<file path="src/rtl/ppt_pkg.sv">
`timescale 1ns / 1ps
// ----------------------------------------------------------------------------
// ppt_pkg
// Shared types and constants for the palindromic prime tester.
// ----------------------------------------------------------------------------
package ppt_pkg;

  // decimal radix used by the digit reversal
  localparam int unsigned DEC_BASE = 10;

  // first trial divisor
  localparam int unsigned FIRST_DIVISOR = 2;

  // sequencer states
  typedef enum logic [2:0] {
    ST_IDLE,
    ST_REV_GO,
    ST_REV_WAIT,
    ST_TRIAL_GO,
    ST_TRIAL_WAIT,
    ST_REPORT
  } ppt_state_e;

endpackage

</file>
<file path="src/rtl/ppt_div.sv">
`timescale 1ns / 1ps
// ----------------------------------------------------------------------------
// ppt_div
// Shared restoring divider: one quotient bit per cycle,
// done pulses for one cycle when quotient and remainder are valid.
// ----------------------------------------------------------------------------
module ppt_div #(
  parameter int unsigned W = 16
) (
  input  logic         clk_i,
  input  logic         rst_ni,
  input  logic         start_i,
  input  logic [W-1:0] dividend_i,
  input  logic [W-1:0] divisor_i,
  output logic         done_o,
  output logic [W-1:0] quotient_o,
  output logic [W-1:0] remainder_o
);

  localparam int unsigned CW = $clog2(W);

  logic         run_q;
  logic         done_q;
  logic [CW-1:0] cnt_q;
  logic [W-1:0] quo_q;
  logic [W-1:0] rem_q;
  logic [W-1:0] den_q;

  logic [W:0]   rem_sh;
  logic [W:0]   diff;
  logic         fits;

  // one restoring step: shift in next dividend bit, try to subtract
  always_comb begin
    rem_sh = {rem_q, quo_q[W-1]};
    diff   = rem_sh - {1'b0, den_q};
    fits   = !diff[W];
  end

  // control: run flag, step counter, done pulse
  always_ff @(posedge clk_i or negedge rst_ni) begin
    if (!rst_ni) begin
      run_q  <= 1'b0;
      done_q <= 1'b0;
      cnt_q  <= '0;
    end else begin
      done_q <= 1'b0;
      if (start_i) begin
        run_q <= 1'b1;
        cnt_q <= CW'(W - 1);
      end else if (run_q) begin
        cnt_q <= cnt_q - 1'b1;
        if (cnt_q == '0) begin
          run_q  <= 1'b0;
          done_q <= 1'b1;
        end
      end
    end
  end

  // datapath: quotient shifts in from the dividend, remainder builds up
  always_ff @(posedge clk_i) begin
    if (start_i) begin
      quo_q <= dividend_i;
      rem_q <= '0;
      den_q <= divisor_i;
    end else if (run_q) begin
      quo_q <= {quo_q[W-2:0], fits};
      rem_q <= fits ? diff[W-1:0] : rem_sh[W-1:0];
    end
  end

  assign done_o      = done_q;
  assign quotient_o  = quo_q;
  assign remainder_o = rem_q;

endmodule

</file>
<file path="src/rtl/palindromic_prime_test_top.sv">
`timescale 1ns / 1ps
// ----------------------------------------------------------------------------
// palindromic_prime_test_top
// Tests one number per word for primality and decimal palindrome.
// ----------------------------------------------------------------------------
// Usage:
//   - a word is taken when start is high and busy is low; candidate_i is
//     masked to the low min(NUM_BITS,16) bits
//   - one result word per input word: done_o is high for exactly one cycle
//     with is_prime_o, is_palindrome_o and is_palindromic_prime_o valid
//   - busy stays high from the accepting edge until the cycle after done_o
//   - all divisions run on one shared divider of width V = min(NUM_BITS,16)
//   - digit reversal divides by ten once per decimal digit, then trial
//     division tries each divisor from 2 up to the first divisor that
//     leaves no remainder, or up to n-1 for a prime
//   - one word in flight at a time
//   - reset returns the sequencer to idle; no state is kept between words
//   - the receiver cannot stall, results are shown once and dropped
// ----------------------------------------------------------------------------
module palindromic_prime_test_top
  import ppt_pkg::*;
#(
  parameter int unsigned NUM_BITS = 16
) (
  input  logic        clk_i,
  input  logic        rst_ni,
  input  logic        start,
  output logic        busy,
  input  logic [15:0] candidate_i,
  output logic        done_o,
  output logic        is_prime_o,
  output logic        is_palindrome_o,
  output logic        is_palindromic_prime_o
);

  localparam int unsigned VW = (NUM_BITS < 16) ? NUM_BITS : 16;
  localparam int unsigned RW = VW + 4;

  ppt_state_e state_q, state_d;

  logic [VW-1:0] n_q, n_d;
  logic [VW-1:0] work_q, work_d;
  logic [RW-1:0] rev_q, rev_d;
  logic [VW-1:0] div_q, div_d;
  logic          prime_q, prime_d;
  logic          pal_q, pal_d;

  logic          accept;
  logic          dv_start;
  logic [VW-1:0] dv_dividend;
  logic [VW-1:0] dv_divisor;
  logic          dv_done;
  logic [VW-1:0] dv_quo;
  logic [VW-1:0] dv_rem;

  assign accept = start && (state_q == ST_IDLE);

  // shared divider
  ppt_div #(
    .W(VW)
  ) u_div (
    .clk_i       (clk_i),
    .rst_ni      (rst_ni),
    .start_i     (dv_start),
    .dividend_i  (dv_dividend),
    .divisor_i   (dv_divisor),
    .done_o      (dv_done),
    .quotient_o  (dv_quo),
    .remainder_o (dv_rem)
  );

  // divider operand select
  always_comb begin
    if (state_q == ST_REV_GO) begin
      dv_dividend = work_q;
      dv_divisor  = VW'(DEC_BASE);
    end else begin
      dv_dividend = n_q;
      dv_divisor  = div_q;
    end
  end

  // sequencer: next state and datapath updates
  always_comb begin
    state_d  = state_q;
    n_d      = n_q;
    work_d   = work_q;
    rev_d    = rev_q;
    div_d    = div_q;
    prime_d  = prime_q;
    pal_d    = pal_q;
    dv_start = 1'b0;
    unique case (state_q)
      ST_IDLE: begin
        if (accept) begin
          n_d     = candidate_i[VW-1:0];
          work_d  = candidate_i[VW-1:0];
          rev_d   = '0;
          state_d = ST_REV_GO;
        end
      end
      ST_REV_GO: begin
        if (work_q == '0) begin
          // all digits consumed
          pal_d = (rev_q == RW'(n_q));
          if (n_q < VW'(FIRST_DIVISOR)) begin
            prime_d = 1'b0;
            state_d = ST_REPORT;
          end else begin
            div_d   = VW'(FIRST_DIVISOR);
            state_d = ST_TRIAL_GO;
          end
        end else begin
          dv_start = 1'b1;
          state_d  = ST_REV_WAIT;
        end
      end
      ST_REV_WAIT: begin
        if (dv_done) begin
          // rev = rev * 10 + digit
          rev_d   = RW'({rev_q, 3'b000}) + RW'({rev_q, 1'b0}) + RW'(dv_rem);
          work_d  = dv_quo;
          state_d = ST_REV_GO;
        end
      end
      ST_TRIAL_GO: begin
        if (div_q == n_q) begin
          prime_d = 1'b1;
          state_d = ST_REPORT;
        end else begin
          dv_start = 1'b1;
          state_d  = ST_TRIAL_WAIT;
        end
      end
      ST_TRIAL_WAIT: begin
        if (dv_done) begin
          if (dv_rem == '0) begin
            prime_d = 1'b0;
            state_d = ST_REPORT;
          end else begin
            div_d   = div_q + 1'b1;
            state_d = ST_TRIAL_GO;
          end
        end
      end
      ST_REPORT: begin
        state_d = ST_IDLE;
      end
      default: begin
        state_d = ST_IDLE;
      end
    endcase
  end

  // state register
  always_ff @(posedge clk_i or negedge rst_ni) begin
    if (!rst_ni) begin
      state_q <= ST_IDLE;
    end else begin
      state_q <= state_d;
    end
  end

  // working registers
  always_ff @(posedge clk_i) begin
    n_q     <= n_d;
    work_q  <= work_d;
    rev_q   <= rev_d;
    div_q   <= div_d;
    prime_q <= prime_d;
    pal_q   <= pal_d;
  end

  // result word
  assign busy                   = (state_q != ST_IDLE);
  assign done_o                 = (state_q == ST_REPORT);
  assign is_prime_o             = prime_q;
  assign is_palindrome_o        = pal_q;
  assign is_palindromic_prime_o = prime_q && pal_q;

  // a result strobe never repeats on the next cycle
  a_done_single : assert property (@(posedge clk_i) disable iff (!rst_ni)
    done_o |=> !done_o)
    else $error("result strobe held for more than one cycle");

  // an accepted word makes the block busy
  a_accept_busy : assert property (@(posedge clk_i) disable iff (!rst_ni)
    (start && !busy) |=> busy)
    else $error("accepted word did not raise busy");

  // divider completes only while the sequencer waits for it
  a_div_owner : assert property (@(posedge clk_i) disable iff (!rst_ni)
    dv_done |-> (state_q == ST_REV_WAIT || state_q == ST_TRIAL_WAIT))
    else $error("divider finished with no waiting step");

  // a prime report is never given for zero or one
  a_prime_min : assert property (@(posedge clk_i) disable iff (!rst_ni)
    (done_o && is_prime_o) |-> (n_q >= VW'(FIRST_DIVISOR)))
    else $error("prime reported below two");

  // divider is never started back to back
  a_div_start : assert property (@(posedge clk_i) disable iff (!rst_ni)
    dv_start |=> !dv_start)
    else $error("divider restarted back to back");

endmodule

</file>
<file path="config.mk">
export PLATFORM = sky130hd
export DESIGN_NAME = palindromic_prime_test_top
export DESIGN_NICKNAME = d
export VERILOG_FILES = /design/src/rtl/ppt_pkg.sv /design/src/rtl/ppt_div.sv /design/src/rtl/palindromic_prime_test_top.sv
export SDC_FILE = /design/constraint.sdc
export NUM_CORES = 1
export LEC_CHECK = 0
export ABC_AREA = 1
export BUFFER_PORTS_ARGS = -buffer_cell sky130_fd_sc_hd__buf_2
export CAP_MARGIN = 20
export CORE_AREA = 2 2 160 162
export CTS_CLUSTER_SIZE = 24
export DETAILED_ROUTE_END_ITERATION = 8
export DIE_AREA = 0 0 162 164
export PLACE_DENSITY_LB_ADDON = 0.12
export SYNTH_ARGS = -nofsm -noshare
export SYNTH_HDL_FRONTEND = slang
export SYNTH_SLANG_ARGS = --single-unit
</file>
<file path="constraint.sdc">
create_clock -name clk_i -period 5 [get_ports clk_i]
set_input_delay 0 -clock clk_i [delete_from_list [all_inputs] [get_ports clk_i]]
set_output_delay 0 -clock clk_i [all_outputs]
set_load 0.1 [all_outputs]
</file>
* Word level (Yosys, flattened, before mapping)
Cells that the tools add are included.
** Storage, ports and cells
- Register bits after elaboration :: 127
- Output and inout port bits :: 5
- Bits of input ports :: 19
- Logic and storage cells :: 93
** Cells by class
- Equality and inequality tests :: 16
- Add/sub/neg operators :: 5
- Reductions and logical operators :: 18
- Magnitude comparators :: 1
- Multiplexer cells :: 40
** Operators by type and width (count)
- $mux W16 :: 10
- $pmux W16 S2 :: 2
- $mux W20 :: 2
- $pmux W20 S2 :: 1
- $logic_not A16 Y1 :: 2
- $add A20 B16 Y20 :: 1
- $add A20 B20 Y20 :: 1
- $eq A20 B16 Y1 :: 1
- $mux W3 :: 6
- $sub A17 B16 Y17 :: 1
- $add A16 B1 Y16 const B :: 1
- $eq A16 B16 Y1 :: 1
- $lt A16 B2 Y1 const B :: 1
- $pmux W3 S5 :: 1
- $mux W1 :: 14
- $ne A2 B2 Y1 const B :: 5
- $mux W4 :: 2
- $ne A2 B1 Y1 const B :: 4
- $eq A3 B2 Y1 const B :: 2
- $eq A3 B3 Y1 const B :: 2
- $reduce_and A3 Y1 :: 2
- $reduce_and A6 Y1 :: 1
- $reduce_bool A2 Y1 :: 3
- $reduce_bool A3 Y1 :: 2
- other kinds (10) :: 12

* Logic depth before layout (Yosys ltp)
- Depth in word-level cells :: 4
- Depth in mapped cells :: 16
- Depth with buffers taken out :: 15

* Hierarchy
From an unflattened synthesis, not the netlist that was laid out.
** Unflattened totals
- Cells, all modules :: 1145
- Area, all modules :: 8584.5 µm²
** Modules (own cells, without submodules)
- palindromic_prime_test_top :: cells an instance 687, times used 1, area an instance 5293.8 µm²
- ppt_div :: cells an instance 458, times used 1, area an instance 3290.7 µm²

* Least setup slack after synthesis
No wires, ideal clock.
- Kind :: register to register
- From :: register state_q[2]
- To :: register rev_q[0] (enable)
- Period minus slack after synthesis :: 3.595 ns
- Setup time :: 0.442 ns
- Data arrival time :: 3.153 ns
- Data required time :: 4.558 ns
- Stages on the path, launching flop included :: 4
- Setup slack :: 1.405 ns
- Cell sequence :: dfrtp_1 > nor2_1 > nand2_1 > o22ai_1
** Between the ends
- Longest elaborated chain between the ends :: 4
- Elaborated cells on any way between the ends :: 7
** RTL lines
- start: declaration :: line palindromic_prime_test_top.sv:39 : ppt_state_e state_q, state_d;
- start signal: assignment :: line palindromic_prime_test_top.sv:160 : state_q <= state_d;
- $logic_not A3 Y1 :: line palindromic_prime_test_top.sv:56, palindromic_prime_test_top.sv:93
- $logic_and A1 B1 Y1 :: line palindromic_prime_test_top.sv:56 : assign accept = start && (state_q == ST_IDLE);
- $ne A2 B2 Y1 (no source line)
- $reduce_and A3 Y1 (no source line) (*)
- end signal: assignment :: line palindromic_prime_test_top.sv:168 : rev_q <= rev_d;
- end: declaration :: line palindromic_prime_test_top.sv:43 : logic [RW-1:0] rev_q, rev_d;
Mark *: on every way between the ends. The rest lies on a longest branch, timed or not.
A chain may end at the register's enable or synchronous reset.

* Worst setup path after layout
- From :: register state_q[0]
- To :: register div_q[4] (enable)
** Between the ends
- Longest elaborated chain between the ends :: 3
- Elaborated cells on any way between the ends :: 8
** RTL lines
- $eq A3 B3 Y1 / $eq A3 B1 Y1 (equally long branches) :: line palindromic_prime_test_top.sv:93 : unique case (state_q)
- $ne A2 B1 Y1 (no source line), or another cell as far along
- $reduce_and A5 Y1 (no source line) (*)
- end signal: assignment :: line palindromic_prime_test_top.sv:169 : div_q <= div_d;
- end: declaration :: line palindromic_prime_test_top.sv:44 : logic [VW-1:0] div_q, div_d;
Marks and branches as above.

==> flow_metrics.py <==
metrics = {
    "run_status": {
        "outcome": "finished clean",
    },
    "cts": {
        "clock-sinks": 127,
        "ctsResizeCount": 0,
        "cts_tree": "built",
        "ctsHtreeMaxLevel": 4,
        "cts_buffer_depth": 2,
        "cts-root-buf": "clkbuf_16",
        "clock_latency_ns": 0.42,
        "cts_made_buffers": 17,
        "clk_pin_slew_ns": 0.05,
    },
    "global_route": {
        "grt_pass1_wl_um": 37560,
        "grt_usage_pct": 18.53,
        "grt_overflow_total": 0,
        "grt_pass1_vias": 6596,
        "antenna_found_initial": 0,
        "grt_max_degree": 54,
    },
    "synth": {
        "syn_nets": 1157,
        "ys_types": 43,
        "ys_async_sr_fraction_pct": 7.087,
        "yosysWarnings": 0,
        "synthesis.area_um2": 8376,
        "synthAdderAreaFrac_pct": 9.561,
        "yosys.area.top_type": "edfxtp_1",
        "postSynthAreaPerCell_um2": 7.734,
        "synth_edf_count": 102,
        "synth_xor_area_share_pct": 1.882,
        "synth_top_family_by_area": "simple AND/OR/NAND/NOR gates",
        "synthSimpleGateAreaFrac_pct": 26.46,
        "ys_seq_area_share_pct": 43.08,
        "synth_top_area_share_pct": 36.57,
        "ys_seq_elements": 127,
        "synthTopCellsByArea": "edfxtp_1, nand2_1, inv_1",
        "synth_compound_area_share_pct": 9.650,
        "syn_inst": 1083,
        "ys.flop_type": "edfxtp_1",
        "synthMuxAreaShare_pct": 0,
    },
    "cells_and_area": {
        "num_antenna_cells": 0,
        "fill_cells": 2642,
        "final_cell_mix": "nand2_1, inv_1, edfxtp_1, nor2_1, o21ai_0",
        "nNetsFinal": 1204,
        "drive_gt1_share_pct": 5.965,
        "area_delta_synth_final_pct": 14.60,
        "postLayoutCoreUtil_pct": 38.67,
        "final_common_cell": "nand2_1",
    },
    "routing": {
        "post-route-drc-count": 0,
        "ant_nets": 0,
        "first_iter_violations": 470,
        "via_per_inst": 4.733,
        "wl_um": 23680,
        "dr.pass1.iters": 5,
        "post_drt_wl_per_cell_um": 16.11,
        "route.vias.total": 6957,
    },
    "sta": {
        "fin_crit_sh_pct": 57.96,
        "rsz0062_at_grt": "false",
        "worst_slack_ns": 2.102,
        "setup_viol": 0,
        "finalHoldViolCount": 0,
        "slew_viol_final": 0,
        "whs_ns": 0.04662,
        "fmax_mhz": 345.1,
        "finClkSkew_ns": 0.01004,
        "relSlewSlack_pct": 47.94,
        "fin_setup_tns_ns": 0,
        "fin_crit_ns": 2.898,
        "tightestPinTransition_ns": 0.7780,
    },
    "worst_setup_path": {
        "crit_buf_inv": 3,
        "slowest_delay_ns": 0.63,
        "end_kind": "flip-flop",
        "cp-start-kind": "flip-flop",
        "cp_top_family": "buffers and inverters",
        "crit_chain": "nor2_1, inv_1, nor2_1, clkinv_1, a211oi_2, buf_4",
        "r2r_setup_slack_ns": 2.10,
        "crit_fanout": 13,
        "crit_arrival_ns": 3.01,
        "required_ns": 5.11,
        "crit_path_top_delay_cell": "a211oi_2",
        "r2r_cells": 6,
        "r2r-end": "div_q[4]",
        "path_class": "reg2reg",
        "cp_common_cell": "nor2_1",
        "timing.rr.start": "state_q[0]",
    },
    "hold_path": {
        "hp-class": "in2reg",
        "hold_path_depth": 3,
        "hold_path_startpoint": "start",
        "min_to": "state_q[0]",
    },
    "die": {
        "die_area_um2": 26570,
        "core_area_um2": 24820,
        "die_w_um": 162,
        "rows": 58,
        "die_h_um": 164,
        "ios": 24,
        "start_util_pct": 33.75,
    },
    "placement": {
        "hpwl_um": 18400,
        "io_buffer_count": 23,
        "gp_routability_congestion": 0.8387,
        "pre_cts_ws_ns": 2.061,
    },
    "job": {
        "cap_violations": 0,
    },
}
-- registers in the layout, indices dropped and copies added (netlist names) --
signal	flops
work_q	16
is_palindrome_o	1
rev_q	20
u_div.cnt_q	4
u_div.quotient_o	16
u_div.remainder_o	16
u_div.run_q	1
state_q	3
u_div.done_o	1
n_q	16
div_q	16
is_prime_o	1
u_div.den_q	16
-- final cells by class --
cell class	instances	area, µm²	area share (%)
clock buffers	20	436.7	4.550
clock inverters	9	96.34	1.004
inverters	181	679.4	7.079
multi-input cells	755	4004	41.72
flip-flops and latches	127	3608	37.60
well taps	330	412.9	4.302
repair buffers	48	360.3	3.754
-- worst max-delay path by stage --
| stage | startpoint | end | slack [ns] | cells after the start |
|---|---|---|---|---|
| after floorplan | state_q[2] | rev_q[0] | 1.40 | 3 |
| after detailed placement | n_q[1] | u_div.quotient_o[13] | 2.06 | 12 |
| final | state_q[0] | div_q[4] | 2.10 | 6 |
| after CTS | n_q[1] | u_div.quotient_o[14] | 2.05 | 12 |
| after global routing | state_q[0] | div_q[4] | 1.81 | 6 |
| after global placement | n_q[1] | u_div.quotient_o[13] | 2.05 | 12 |
-- Yosys cell counts (all sizes together) (2+ instances only) --
cell / n
nor3b: 2
nand4: 14
o211ai: 3
nand3b: 5
xnor2: 9
a211oi: 2
dfrtp: 9
nand3: 63
o22ai: 3
clkinv: 2
a21o: 3
dfxtp: 16
nand2: 331
o21bai: 2
edfxtp: 102
o21a: 2
nor4: 3
and2: 2
fa: 15
nor3: 23
clkbuf: 9
ha: 40
a21oi: 52
o21ai: 78
inv: 179
buf: 11
xor2: 9
nor2: 87
-- metrics by stage --
stage                     instance area, µm²  instances
after detailed placement                8885       1423
after floorplan                         8376       1083
after global routing                    9598       1470
after global placement                  8885       1423
final                                   9598       1470
after CTS                               9598       1470
-- worst register-to-register path, cell delays in order, from the launching register on --
cell,delay (ns)
dfrtp_1,0.40
nor2_1,0.09
inv_1,0.05
nor2_1,0.59
clkinv_1,0.52
a211oi_2,0.63
buf_4,0.31
-- timing repair --
item                                   in CTS  in global routing
setup endpoints to repair                   0                  0
buffers inserted                            0                  0
hold buffers                               18                  0
endpoints found under the hold margin      41                  0
-- kinds of logic (layout without fill, tap and decap cells) --
| family | after synthesis | count (layout) |
|---|---|---|
| compound gates | 151 | 151 |
| xor+xnor | 18 | 18 |
| fa+ha+maj | 55 | 55 |
| buf+inv | 201 | 258 |
| flops | 127 | 127 |
| simple gates | 531 | 531 |
-- per-layer routing --
metal | GRT usage (%) | share of wire (%) | routed length, µm | vias to the layer above
met3 | 3.333 | 3.8 | 905 | 24
met2 | 29.48 | 46 | 10780 | 138
met4 | 5.792 | 1.8 | 435 | 0
li1 | - | - | - | 3616
met5 | 0 | 0 | 0 | -
met1 | 25.70 | 49 | 11560 | 3179
Power is left out: the tool's default activity adds up to more than one toggle a clock period on the data nets, which glitch-free logic cannot reach.
